$ cat src/sv/bgc_pkg.sv
// Shared types and constants for the button gesture classifier.
// No dependencies; imported by bgc_chan_update and the top level.
`timescale 1ns / 1ps
`default_nettype none

package bgc_pkg;

    // Event codes on the result channel
    typedef enum logic [2:0] {
        EV_ON                = 3'd0,
        EV_OFF               = 3'd1,
        EV_SHORT             = 3'd2,
        EV_LONG              = 3'd3,
        EV_SHORT_LONG        = 3'd4,
        EV_LONG_REPEAT       = 3'd5,
        EV_SHORT_LONG_REPEAT = 3'd6,
        EV_DOUBLE            = 3'd7
    } ev_kind_t;

    // Configuration register indexes (byte address is 4 * index)
    typedef enum logic [2:0] {
        REG_CHANNEL_COUNT = 3'd0,
        REG_LONG_DELAY    = 3'd1,
        REG_REPEAT_DELAY  = 3'd2,
        REG_DOUBLE_WINDOW = 3'd3,
        REG_DOUBLE_ENABLE = 3'd4
    } reg_idx_t;

    // Sequencer states
    typedef enum logic [1:0] {
        ST_IDLE,
        ST_EXEC,
        ST_EMIT,
        ST_FLUSH
    } state_t;

    // Timing configuration seen by the channel update logic
    typedef struct packed {
        logic [15:0] long_delay;
        logic [15:0] repeat_delay;
        logic [15:0] double_window;
        logic        double_enable;
    } cfg_t;

    // Per-channel flag bits kept in the state memory
    typedef struct packed {
        logic level;
        logic long_flag;
        logic double_flag;
        logic lt_active;
        logic dt_active;
    } chan_flags_t;

    // Events produced by one channel update, in order
    localparam int unsigned EV_SLOTS = 3;

    typedef struct packed {
        logic [1:0]                  count;
        ev_kind_t [EV_SLOTS-1:0]     kind;
    } upd_ev_t;

    // Result cap per input transaction
    localparam int unsigned CNT_W       = 5;
    localparam logic [CNT_W-1:0] MAX_RESULTS = 5'd16;

endpackage

`default_nettype wire

$ cat src/sv/bgc_chan_update.sv
// Read-modify-write logic for one channel entry: edge or tick handling.
// Depends on bgc_pkg for the config, flag and event types.
`timescale 1ns / 1ps
`default_nettype none

module bgc_chan_update #(
    parameter int TIMER_BITS = 16
) (
    input  wire logic                   is_tick,
    input  wire logic                   level_in,
    input  wire bgc_pkg::cfg_t          cfg,
    input  wire bgc_pkg::chan_flags_t   flags_in,
    input  wire logic [TIMER_BITS-1:0]  lt_cnt_in,
    input  wire logic [TIMER_BITS-1:0]  dt_cnt_in,
    output bgc_pkg::chan_flags_t        flags_out,
    output logic [TIMER_BITS-1:0]       lt_cnt_out,
    output logic [TIMER_BITS-1:0]       dt_cnt_out,
    output bgc_pkg::upd_ev_t            events
);
    import bgc_pkg::*;

    localparam int EXT_W = (TIMER_BITS > 16) ? TIMER_BITS : 16;
    localparam logic [TIMER_BITS-1:0] T_MAX = {TIMER_BITS{1'b1}};
    localparam logic [TIMER_BITS-1:0] T_ONE = TIMER_BITS'(1);

    // Saturate a 16-bit load value to the timer width
    function automatic logic [TIMER_BITS-1:0] sat_load(input logic [15:0] v);
        logic [EXT_W-1:0] v_ext;
        logic [EXT_W-1:0] m_ext;
        v_ext = EXT_W'(v);
        m_ext = EXT_W'(T_MAX);
        if (v_ext > m_ext) begin
            sat_load = T_MAX;
        end else begin
            sat_load = TIMER_BITS'(v_ext);
        end
    endfunction

    logic [TIMER_BITS-1:0] long_load;
    logic [TIMER_BITS-1:0] rep_load;
    logic [TIMER_BITS-1:0] win_load;
    logic                  dbl;

    assign long_load = sat_load(cfg.long_delay);
    assign rep_load  = sat_load(cfg.repeat_delay);
    assign win_load  = sat_load(cfg.double_window);
    assign dbl       = cfg.double_enable & flags_in.double_flag;

    // Apply an edge or one tick to the entry and list the events in order
    always_comb begin
        logic [1:0] n;
        n          = 2'd0;
        flags_out  = flags_in;
        lt_cnt_out = lt_cnt_in;
        dt_cnt_out = dt_cnt_in;
        events     = '0;
        if (!is_tick) begin
            flags_out.level = level_in;
            if (level_in) begin
                // press: arm long timer, latch whether a second press is in the window
                flags_out.lt_active = 1'b1;
                lt_cnt_out          = long_load;
                if (cfg.double_enable) begin
                    flags_out.double_flag = flags_in.dt_active;
                end
                events.kind[n] = EV_ON;
                n              = n + 2'd1;
            end else begin
                // release: short/double decision, then stop the long timer
                if (!flags_in.long_flag) begin
                    if (cfg.double_enable) begin
                        if (flags_in.double_flag || (cfg.double_window == 16'd0)) begin
                            flags_out.dt_active = 1'b0;
                            dt_cnt_out          = '0;
                            events.kind[n] = flags_in.double_flag ? EV_DOUBLE : EV_SHORT;
                            n              = n + 2'd1;
                        end else begin
                            flags_out.dt_active = 1'b1;
                            dt_cnt_out          = win_load;
                        end
                    end else begin
                        events.kind[n] = EV_SHORT;
                        n              = n + 2'd1;
                    end
                end
                flags_out.lt_active = 1'b0;
                flags_out.long_flag = 1'b0;
                lt_cnt_out          = '0;
                events.kind[n]      = EV_OFF;
                n                   = n + 2'd1;
            end
        end else begin
            // long/repeat timer first
            if (flags_in.lt_active) begin
                if (lt_cnt_in <= T_ONE) begin
                    flags_out.lt_active = 1'b0;
                    lt_cnt_out          = '0;
                    if (!flags_in.long_flag) begin
                        flags_out.long_flag = 1'b1;
                        events.kind[n]      = dbl ? EV_SHORT_LONG : EV_LONG;
                        n                   = n + 2'd1;
                    end
                    if (cfg.repeat_delay != 16'd0) begin
                        events.kind[n] = dbl ? EV_SHORT_LONG_REPEAT : EV_LONG_REPEAT;
                        n              = n + 2'd1;
                        flags_out.lt_active = 1'b1;
                        lt_cnt_out          = rep_load;
                    end
                end else begin
                    lt_cnt_out = lt_cnt_in - T_ONE;
                end
            end
            // then the double-click timer
            if (flags_in.dt_active) begin
                if (dt_cnt_in <= T_ONE) begin
                    flags_out.dt_active = 1'b0;
                    dt_cnt_out          = '0;
                    if (!flags_in.level) begin
                        events.kind[n] = flags_in.double_flag ? EV_DOUBLE : EV_SHORT;
                        n              = n + 2'd1;
                    end
                end else begin
                    dt_cnt_out = dt_cnt_in - T_ONE;
                end
            end
        end
        events.count = n;
    end

endmodule

`default_nettype wire

$ cat src/sv/button_gesture_classifier_unit.sv
// An accepted edge reads its channel entry, updates it and writes it back (ST_EXEC), stages
// each event in a pending slot (ST_EMIT), waiting for room in the output register, and
// releases the last one in ST_FLUSH; a tick walks every channel in turn the same way.
// One item at a time; the input is ready only between items.
// Reset (synchronous, aresetn low) clears per-entry valid bits at once, so every
// channel reads as all zero; config returns to its documented defaults.
`timescale 1ns / 1ps
`default_nettype none

module button_gesture_classifier_unit #(
    parameter int CHANNELS   = 8,
    parameter int TIMER_BITS = 16
) (
    input  wire logic        aclk,
    input  wire logic        aresetn,
    // configuration port
    input  wire logic        psel,
    input  wire logic        penable,
    input  wire logic        pwrite,
    input  wire logic [4:0]  paddr,
    input  wire logic [31:0] pwdata,
    output logic [31:0]      prdata,
    output logic             pready,
    // input transactions
    input  wire logic        s_valid,
    output logic             s_ready,
    input  wire logic        s_func,
    input  wire logic [2:0]  s_channel,
    input  wire logic        s_level,
    // result transactions
    output logic             m_valid,
    input  wire logic        m_ready,
    output logic [2:0]       m_event_channel,
    output logic [2:0]       m_event_kind,
    output logic             m_last
);
    import bgc_pkg::*;

    localparam int IDX_W = (CHANNELS > 1) ? $clog2(CHANNELS) : 1;
    localparam int FLG_W = $bits(chan_flags_t);
    localparam int ENT_W = FLG_W + 2 * TIMER_BITS;
    localparam logic [IDX_W-1:0] LAST_IDX = IDX_W'(CHANNELS - 1);
    localparam logic [5:0]       CH_LIM   = 6'(CHANNELS);

    // ---------------- configuration registers ----------------
    logic [3:0]  channel_count_reg;
    logic [15:0] long_delay_reg;
    logic [15:0] repeat_delay_reg;
    logic [15:0] double_window_reg;
    logic        double_enable_reg;
    logic        cfg_wr;
    reg_idx_t    cfg_idx;
    cfg_t        cfg;

    assign pready  = 1'b1;
    assign cfg_wr  = psel & penable & pwrite & pready;
    assign cfg_idx = reg_idx_t'(paddr[4:2]);

    // Write a register on the access phase
    always_ff @(posedge aclk) begin
        if (!aresetn) begin
            channel_count_reg <= 4'd8;
            long_delay_reg    <= 16'd1000;
            repeat_delay_reg  <= 16'd0;
            double_window_reg <= 16'd300;
            double_enable_reg <= 1'b1;
        end else if (cfg_wr) begin
            unique case (cfg_idx)
                REG_CHANNEL_COUNT: channel_count_reg <= pwdata[3:0];
                REG_LONG_DELAY:    long_delay_reg    <= pwdata[15:0];
                REG_REPEAT_DELAY:  repeat_delay_reg  <= pwdata[15:0];
                REG_DOUBLE_WINDOW: double_window_reg <= pwdata[15:0];
                REG_DOUBLE_ENABLE: double_enable_reg <= pwdata[0];
                default: ;
            endcase
        end
    end

    // Read back
    always_comb begin
        unique case (cfg_idx)
            REG_CHANNEL_COUNT: prdata = {28'd0, channel_count_reg};
            REG_LONG_DELAY:    prdata = {16'd0, long_delay_reg};
            REG_REPEAT_DELAY:  prdata = {16'd0, repeat_delay_reg};
            REG_DOUBLE_WINDOW: prdata = {16'd0, double_window_reg};
            REG_DOUBLE_ENABLE: prdata = {31'd0, double_enable_reg};
            default:           prdata = 32'd0;
        endcase
    end

    assign cfg.long_delay    = long_delay_reg;
    assign cfg.repeat_delay  = repeat_delay_reg;
    assign cfg.double_window = double_window_reg;
    assign cfg.double_enable = double_enable_reg;

    // Effective channel count and range check on edges
    logic [5:0] count_ext;
    logic [5:0] eff_count;
    logic       ch_ok;

    assign count_ext = {2'd0, channel_count_reg};
    assign eff_count = (count_ext > CH_LIM) ? CH_LIM : count_ext;
    assign ch_ok     = ({3'd0, s_channel} < eff_count);

    // ---------------- control registers ----------------
    state_t                  state_reg, state_next;
    logic                    is_tick_reg, is_tick_next;
    logic                    lvl_reg, lvl_next;
    logic [IDX_W-1:0]        idx_reg, idx_next;
    upd_ev_t                 ev_reg, ev_next;
    logic [1:0]              ev_idx_reg, ev_idx_next;
    logic                    pend_valid_reg, pend_valid_next;
    ev_kind_t                pend_kind_reg, pend_kind_next;
    logic [2:0]              pend_ch_reg, pend_ch_next;
    logic [CNT_W-1:0]        ev_count_reg, ev_count_next;

    // ---------------- state memory ----------------
    logic [ENT_W-1:0]        mem [CHANNELS];
    logic [CHANNELS-1:0]     ent_valid_reg;
    logic [ENT_W-1:0]        rd_data_reg;
    logic                    rd_valid_reg;
    logic                    rd_en;
    logic [IDX_W-1:0]        rd_addr;
    logic                    wr_en;
    logic [ENT_W-1:0]        wr_data;
    logic [ENT_W-1:0]        rd_ent;

    // Write-back and registered read; the sequencer never reads an entry in the
    // cycle it is written, so no forwarding path is needed.
    always_ff @(posedge aclk) begin
        if (wr_en) begin
            mem[idx_reg] <= wr_data;
        end
        if (rd_en) begin
            rd_data_reg <= mem[rd_addr];
        end
    end

    // Entry valid bits: an unwritten entry reads as all zero
    always_ff @(posedge aclk) begin
        if (!aresetn) begin
            ent_valid_reg <= '0;
            rd_valid_reg  <= 1'b0;
        end else begin
            if (wr_en) begin
                ent_valid_reg[idx_reg] <= 1'b1;
            end
            if (rd_en) begin
                rd_valid_reg <= ent_valid_reg[rd_addr];
            end
        end
    end

    assign rd_ent = rd_valid_reg ? rd_data_reg : '0;

    // ---------------- channel update ----------------
    chan_flags_t             upd_flags;
    logic [TIMER_BITS-1:0]   upd_lt;
    logic [TIMER_BITS-1:0]   upd_dt;
    upd_ev_t                 upd_ev;

    bgc_chan_update #(
        .TIMER_BITS (TIMER_BITS)
    ) u_update (
        .is_tick    (is_tick_reg),
        .level_in   (lvl_reg),
        .cfg        (cfg),
        .flags_in   (chan_flags_t'(rd_ent[ENT_W-1 -: FLG_W])),
        .lt_cnt_in  (rd_ent[2*TIMER_BITS-1 -: TIMER_BITS]),
        .dt_cnt_in  (rd_ent[TIMER_BITS-1:0]),
        .flags_out  (upd_flags),
        .lt_cnt_out (upd_lt),
        .dt_cnt_out (upd_dt),
        .events     (upd_ev)
    );

    assign wr_data = {upd_flags, upd_lt, upd_dt};

    // ---------------- output register ----------------
    logic     m_valid_reg;
    logic     out_free;
    logic     push;
    logic     push_last;
    ev_kind_t m_kind_reg;
    logic [2:0] m_ch_reg;
    logic     m_last_reg;

    assign out_free = ~m_valid_reg | m_ready;

    always_ff @(posedge aclk) begin
        if (!aresetn) begin
            m_valid_reg <= 1'b0;
        end else if (push) begin
            m_valid_reg <= 1'b1;
        end else if (m_ready) begin
            m_valid_reg <= 1'b0;
        end
    end

    // Load the result payload from the pending slot
    always_ff @(posedge aclk) begin
        if (push) begin
            m_kind_reg <= pend_kind_reg;
            m_ch_reg   <= pend_ch_reg;
            m_last_reg <= push_last;
        end
    end

    assign m_valid         = m_valid_reg;
    assign m_event_channel = m_ch_reg;
    assign m_event_kind    = m_kind_reg;
    assign m_last          = m_last_reg;

    // ---------------- sequencer ----------------
    always_ff @(posedge aclk) begin
        if (!aresetn) begin
            state_reg      <= ST_IDLE;
            pend_valid_reg <= 1'b0;
            ev_count_reg   <= '0;
        end else begin
            state_reg      <= state_next;
            pend_valid_reg <= pend_valid_next;
            ev_count_reg   <= ev_count_next;
        end
    end

    always_ff @(posedge aclk) begin
        is_tick_reg   <= is_tick_next;
        lvl_reg       <= lvl_next;
        idx_reg       <= idx_next;
        ev_reg        <= ev_next;
        ev_idx_reg    <= ev_idx_next;
        pend_kind_reg <= pend_kind_next;
        pend_ch_reg   <= pend_ch_next;
    end

    // Next state, memory accesses and event hand-off
    always_comb begin
        logic advance;
        logic step;
        ev_kind_t cur_kind;
        advance         = 1'b0;
        step            = 1'b0;
        cur_kind        = ev_reg.kind[ev_idx_reg];
        state_next      = state_reg;
        is_tick_next    = is_tick_reg;
        lvl_next        = lvl_reg;
        idx_next        = idx_reg;
        ev_next         = ev_reg;
        ev_idx_next     = ev_idx_reg;
        pend_valid_next = pend_valid_reg;
        pend_kind_next  = pend_kind_reg;
        pend_ch_next    = pend_ch_reg;
        ev_count_next   = ev_count_reg;
        s_ready         = 1'b0;
        rd_en           = 1'b0;
        rd_addr         = idx_reg + IDX_W'(1);
        wr_en           = 1'b0;
        push            = 1'b0;
        push_last       = 1'b0;

        unique case (state_reg)
            ST_IDLE: begin
                s_ready = 1'b1;
                if (s_valid) begin
                    is_tick_next = s_func;
                    lvl_next     = s_level;
                    if (s_func) begin
                        // tick: walk from channel 0
                        rd_en      = 1'b1;
                        rd_addr    = '0;
                        idx_next   = '0;
                        state_next = ST_EXEC;
                    end else if (ch_ok) begin
                        rd_en      = 1'b1;
                        rd_addr    = IDX_W'(s_channel);
                        idx_next   = IDX_W'(s_channel);
                        state_next = ST_EXEC;
                    end
                end
            end

            ST_EXEC: begin
                // entry data is ready: modify and write back
                wr_en       = 1'b1;
                ev_next     = upd_ev;
                ev_idx_next = 2'd0;
                if (upd_ev.count != 2'd0) begin
                    state_next = ST_EMIT;
                end else begin
                    advance = 1'b1;
                end
            end

            ST_EMIT: begin
                if (ev_count_reg == MAX_RESULTS) begin
                    // drop results past the cap
                    step = 1'b1;
                end else if (!pend_valid_reg || out_free) begin
                    step            = 1'b1;
                    push            = pend_valid_reg;
                    pend_valid_next = 1'b1;
                    pend_kind_next  = cur_kind;
                    pend_ch_next    = 3'(idx_reg);
                    ev_count_next   = ev_count_reg + CNT_W'(1);
                end
                if (step) begin
                    if (ev_idx_reg == ev_reg.count - 2'd1) begin
                        advance = 1'b1;
                    end else begin
                        ev_idx_next = ev_idx_reg + 2'd1;
                    end
                end
            end

            ST_FLUSH: begin
                // release the held event as the final one
                if (!pend_valid_reg) begin
                    ev_count_next = '0;
                    state_next    = ST_IDLE;
                end else if (out_free) begin
                    push            = 1'b1;
                    push_last       = 1'b1;
                    pend_valid_next = 1'b0;
                    ev_count_next   = '0;
                    state_next      = ST_IDLE;
                end
            end

            default: state_next = ST_IDLE;
        endcase

        // Move to the next channel of a tick, or finish
        if (advance) begin
            if (is_tick_reg && (idx_reg != LAST_IDX)) begin
                rd_en      = 1'b1;
                idx_next   = idx_reg + IDX_W'(1);
                state_next = ST_EXEC;
            end else begin
                state_next = ST_FLUSH;
            end
        end
    end

    // ---------------- assertions ----------------
    a_clean_start: assert property (@(posedge aclk) disable iff (!aresetn)
        (s_valid && s_ready) |-> (!pend_valid_reg && (ev_count_reg == '0)))
        else $error("input accepted with events of a previous transaction pending");

    a_count_cap: assert property (@(posedge aclk) disable iff (!aresetn)
        ev_count_reg <= MAX_RESULTS)
        else $error("event count above the cap");

    a_last_ends: assert property (@(posedge aclk) disable iff (!aresetn)
        (push && push_last) |=> (!pend_valid_reg && (state_reg == ST_IDLE)))
        else $error("final result pushed while the transaction is still active");

    a_wr_marks: assert property (@(posedge aclk) disable iff (!aresetn)
        wr_en |=> ent_valid_reg[$past(idx_reg)])
        else $error("written entry not marked valid");

    a_push_room: assert property (@(posedge aclk) disable iff (!aresetn)
        push |-> (out_free && pend_valid_reg))
        else $error("result pushed into a full output register");

endmodule

`default_nettype wire
$ cat config.mk
export PLATFORM = sky130hd
export DESIGN_NAME = button_gesture_classifier_unit
export DESIGN_NICKNAME = d
export VERILOG_FILES = /design/src/sv/bgc_pkg.sv /design/src/sv/bgc_chan_update.sv /design/src/sv/button_gesture_classifier_unit.sv
export SDC_FILE = /design/constraint.sdc
export NUM_CORES = 1
export LEC_CHECK = 0
export ABC_AREA = 0
export BUFFER_PORTS_ARGS = -buffer_cell sky130_fd_sc_hd__buf_4
export CAP_MARGIN = 20
export CORE_ASPECT_RATIO = 0.9
export CORE_MARGIN = 1.5
export CORE_UTILIZATION = 25
export DETAILED_ROUTE_END_ITERATION = 12
export PLACE_DENSITY_LB_ADDON = 0.1
export REMOVE_ABC_BUFFERS = 1
export SYNTH_ARGS = -nofsm -noshare
export SYNTH_HDL_FRONTEND = slang
export SYNTH_SLANG_ARGS = --single-unit
$ cat constraint.sdc
create_clock -name aclk -period 10.9 [get_ports aclk]
set_input_delay 2.18 -clock aclk [delete_from_list [all_inputs] [get_ports aclk]]
set_output_delay 2.18 -clock aclk [all_outputs]
set_load 0.01 [all_outputs]
; ---- After elaboration in Yosys (flattened, before gate mapping)
; Memories as Yosys holds them, arrays and structs flattened. A register that Yosys moved wholly into a read port is not among the register bits.
; Cells that the tools add are included.
[word_totals]
out_inout_bits = 42
regBits = 102
ram_bits = 296
input_bits = 49
mem_count = 1
elab_cells = 255
[classes]
muxes = 147
eq_ne = 19
order_cmp = 17
add_sub_neg = 9
bitwise_logic = 10
reduce_logical = 28
[memory_table]
columns = memory, depth, word_bits, read_ports, rd_clocked_by_memory_dff, write_ports, line_no
row1 = mem, 8, 37, 1, 1, 1, button_gesture_classifier_unit.sv:118  ; logic [ENT_W-1:0] mem [CHANNELS];
[op_table]
columns = cell, count
row1 = 16-bit 2-to-1 mux, 15
row2 = 16-bit case mux with 5 select lines, 1
row3 = 3-bit 2-to-1 mux, 26
row4 = 9-bit 2-to-1 mux, 8
row5 = 2-bit 2-to-1 mux, 28
row6 = 16-bit > comparator (second input constant), 3
row7 = 1-bit 2-to-1 mux, 48
row8 = 37-bit 2-to-1 mux, 1
row9 = 16-bit by 1-bit less-or-equal comparator with 1-bit output (second input constant), 2
row10 = 16-bit by 1-bit subtractor with 16-bit output (second input constant), 2
row11 = 5-bit 2-to-1 mux, 4
row12 = 9-bit bitwise mux, 2
row13 = 3-bit demux with 2-bit select, 3
row14 = 16-bit logical NOT, 1
row15 = 16-bit nonzero test, 1
row16 = 2-bit by 3-bit < comparator with 1-bit output (second input constant), 4
row17 = 3-bit != test (second input constant), 4
row18 = 2-bit AND reduction, 6
row19 = 5-bit case mux with 2 select lines, 1
row20 = 3-bit AND reduction, 3
row21 = 2-bit by 1-bit adder with 2-bit output (second input constant), 4
row22 = 3-bit by 4-bit < comparator with 1-bit output (second input constant), 2
row23 = 2-bit != test (second input constant), 4
row24 = 4-bit != test (second input constant), 2
row25 = 38 further kinds, 55

; ---- Depth between registers and ports, before layout
[logic_depth]
depth_word = 20
depth_mapped = 16
ltp_nobuf = 12

; ---- Modules after synthesis
; From an unflattened synthesis, not the netlist that was laid out.
[unflattened]
hier_cells = 1735
area_unflattened_um2 = 19752.7
[modules_own_cells]
columns = module, seq_area_each_um2, area_per_inst_um2, cells_per_inst, instances
row1 = button_gesture_classifier_unit, 12321.8, 17778.3, 1413, 1
row2 = bgc_chan_update, 0.0, 1974.4, 322, 1

; ---- Least setup slack after synthesis
; Ideal clock, no wire load.
[synth_path]
kind = input to output
start = in paddr[3]
end = out prdata[10]
n_path_buf = 2
cell_stages = 5
setup_slack_ns = 5.416
t_arrival_ns = 3.304
t_required_ns = 8.720
cell_sequence = buf_1 nor2b_1 clkbuf_1 a22oi_1 nor2_1
[synth_via]
elab_chain_cells = 2
elab_cells_between_ends = 6
classes_between = 4 x eq/ne / 1 x mux / 1 x reduce/logical
[synth_lines]
columns = item, line_no
row1 = from (decl), button_gesture_classifier_unit.sv:20  ; input wire logic [4:0] paddr,
row2 = 3-bit equality test (tied with other cells), button_gesture_classifier_unit.sv:81  ; unique case (cfg_idx)
row3 = 16-bit case mux with 5 select lines *, button_gesture_classifier_unit.sv:81
row4 = to (decl), button_gesture_classifier_unit.sv:22  ; output logic [31:0] prdata,
; Mark *: on every way between the ends. The rest lies on a longest branch, timed or not.

; ---- Final worst setup path
[layout_path]
start = in paddr[3]
end = out prdata[14]
; The elaborated chain is that of the path after synthesis.

==> flow_summary.toml <==
[layout]
layout_commonest_cell = "edfxtp_1"
mostFrequentLayoutCells = "360 x edfxtp_1, 238 x mux2i_1, 181 x nand2_1"
multiInputGateArea_um2 = 7124
ff_latch_area_um2 = 12290
fin_cells = 2644
syn2layout_area_growth_pct = 16.32
fillerInstances = 7967
nets = 1639
drive_gt1_share_pct = 14.77
diodes = 0
largest_reg_flops = 296

[place]
place.gp.congestion = 0.7537
io_buffers = 55
dpl.cell_count = 2551
dp_hpwl_um = 35190

[clock_tree]
clock_latency_ps = 600
cts_max_path_buffers = 3
cts_htree_levels = 2
post_cts_resized = 0
root_buffer = "clkbuf_16"
path_clk_slew_ps = 60
cts_setup_buffers = 0
hold_buffers = 0
numCtsBuffers = 51
cts_tree = "built"
cts_sinks = 434

[logic_synthesis]
ys_seq_area_share_pct = 62.06
syn-instance-count = 1516
yosys_warnings = 0
ys_async_sr_fraction_pct = 0
synth_edf_count = 360
synth.ff_latch_count = 434
synthTopCellsByArea = "edfxtp_1 55%, mux2i_1 12%, dfxtp_1 7.5%"
synth_area_um2 = 19810
ys.flop_type = "edfxtp_1"
yosysTopAreaCellShare_pct = 54.58
yosys.area.top_type = "edfxtp_1"
ys_types = 73
syn_avg_cell_area_um2 = 13.06

[power_and_ir_drop]
p_int_mw = 3.798
vdd_drop_max_mv = 0.1483
p_switching_mw = 1.906
power_frac_seq_pct = 41.0
power.leakage_nw = 7.933
comb_power_share_pct = 29.9
p_per_area_nw_per_um2 = 247.5
power_frac_clock_pct = 29.1
power.share.switching_pct = 33.41

[sta]
drv_slew = 0
rsz0062_at_grt = "no"
max_freq_ghz = 0.1602
min_period_ps = 6243
max_slew_margin_pct = 28.25
fin_tns_setup_ps = 0
finalCritPeriodShare_pct = 57.28
worstMarginPinSlew_ps = 1065
fin_skew_ps = 16.65
finalSetupViolations = 0
hold_violations = 0

[detailed_routing]
ant_nets = 0
drt_wl_total_um = 57860
drc = 0
vias_per_cell = 4.627
drt-wirelength-per-cell_um = 21.88
dr.pass1.iters = 5
drt_iter0_markers = 829
num_vias = 12240

[grt]
grt_max_degree = 71
globalRouteOverflowTotal = 0
grt_use_met3_pct = 2.011
grt_pass1_vias = 12160
grt_use_met2_pct = 21.16
grt_usage_pct = 14.13
grt_first_pass_wirelength_um = 84340
use_met1_pct = 20.99
antenna_found_initial = 2
grt_busiest_layer = "met2"

[run]
max_cap_violations = 0

[floorplanning]
die_h_um = 270.0
core_area_um2 = 78160
io_pins = 91
fp.dieW_um = 299.7
dieArea_um2 = 80930
rows = 97
start_util_pct = 25.34

[worst_setup_path]
cp.arrival_ps = 4060
worst_setup_path_end_kind = "output port"
crit_path_max_fanout = 23
cpMostUsedCell = "buf_4"
cp.required_ps = 8720
start_kind = "input port"
reg2reg_slack_ps = 6000
cp_top_family = "simple AND/OR/NAND/NOR gates"
cp_slowest_cell = "nor2b_1"
crit_buf_inv = 3
crit_chain = "buf_4 -> nor2b_1 -> buf_4 -> a22oi_1 -> nor2_1 -> buf_4"
slowest_delay_ps = 510
path_class = "in -> out"

[hold_path]
hp-class = "reg -> reg"

[outcome]
status = "completed"
==> synthesized netlist by cell type (12+ instances only) <==
library cell / instances
nand2_1: 181
dfxtp_1: 74
nor3_1: 14
a21oi_1: 27
o21a_1: 13
edfxtp_1: 360
nor2_1: 60
ha_1: 22
clkbuf_1: 62
o21ai_0: 46
buf_2: 12
nand3_1: 24
nor4_1: 13
inv_1: 23
o22ai_1: 18
mux2i_1: 238
buf_4: 17
a22oi_1: 36
a21boi_0: 45
mux2_2: 52
nor2b_1: 21
==> cell families after synthesis <==
logic type,synth area share (%)
DFF,62.06
and+or+nand+nor,9.072
muxes,15.38
AOI/OAI and AO/OA,8.762
buffers and inverters,2.767
adders and majority gates,1.390
xor gates and xnor gates,0.5306
other,0.03792
==> routing by layer <==
metal	up-vias	routed length, µm
met3	81	1876
met2	220	25010
met5	-	0
li1	5816	-
met4	0	1283
met1	6118	29690
==> area by class of cell <==
type / instances / area share, %
Sequential cell: 434 / 53.36
Multi-Input combinational cell: 972 / 30.92
Clock buffer: 69 / 5.925
Tap cell: 1039 / 5.642
Timing Repair Buffer: 86 / 2.802
Clock inverter: 21 / 0.9775
Inverter: 23 / 0.3747
==> worst paths after layout <==
path / startpoint / to / depth (start not counted)
max reg2reg: rd_valid_reg / rd_data_reg[29] / 13
max: paddr[3] / prdata[14] / 6
min reg2reg: pend_kind_reg[1] / m_event_kind[1] / 0
min: pend_kind_reg[1] / m_event_kind[1] / 0
==> metrics by stage <==
step	setup slack [ps]	hold WS, ps	util (%)	power [mW]	cell area [µm²]
after global routing	4607	429.0	29.48	6.021	23040
final	4657	420.1	29.48	5.703	23040
after CTS	4681	422.6	29.45	5.820	23020
after detailed placement	4615	408.1	27.41	4.114	21430
after floorplan	1767	400.3	-	3.714	19400
after global placement	4619	403.9	27.39	4.106	21410
==> power by group through the flow <==
stage          combinational [mW]  sequential [mW]  clock, mW
3_5_place_dp                 1.75             2.37          0
3_3_place_gp                 1.74             2.37          0
6_report                     1.71             2.34       1.66
2_1_floorplan                1.39             2.33          0
4_1_cts                      1.75             2.34       1.73
5_1_grt                      1.87             2.36       1.79
(Power assumes the default switching activity.)
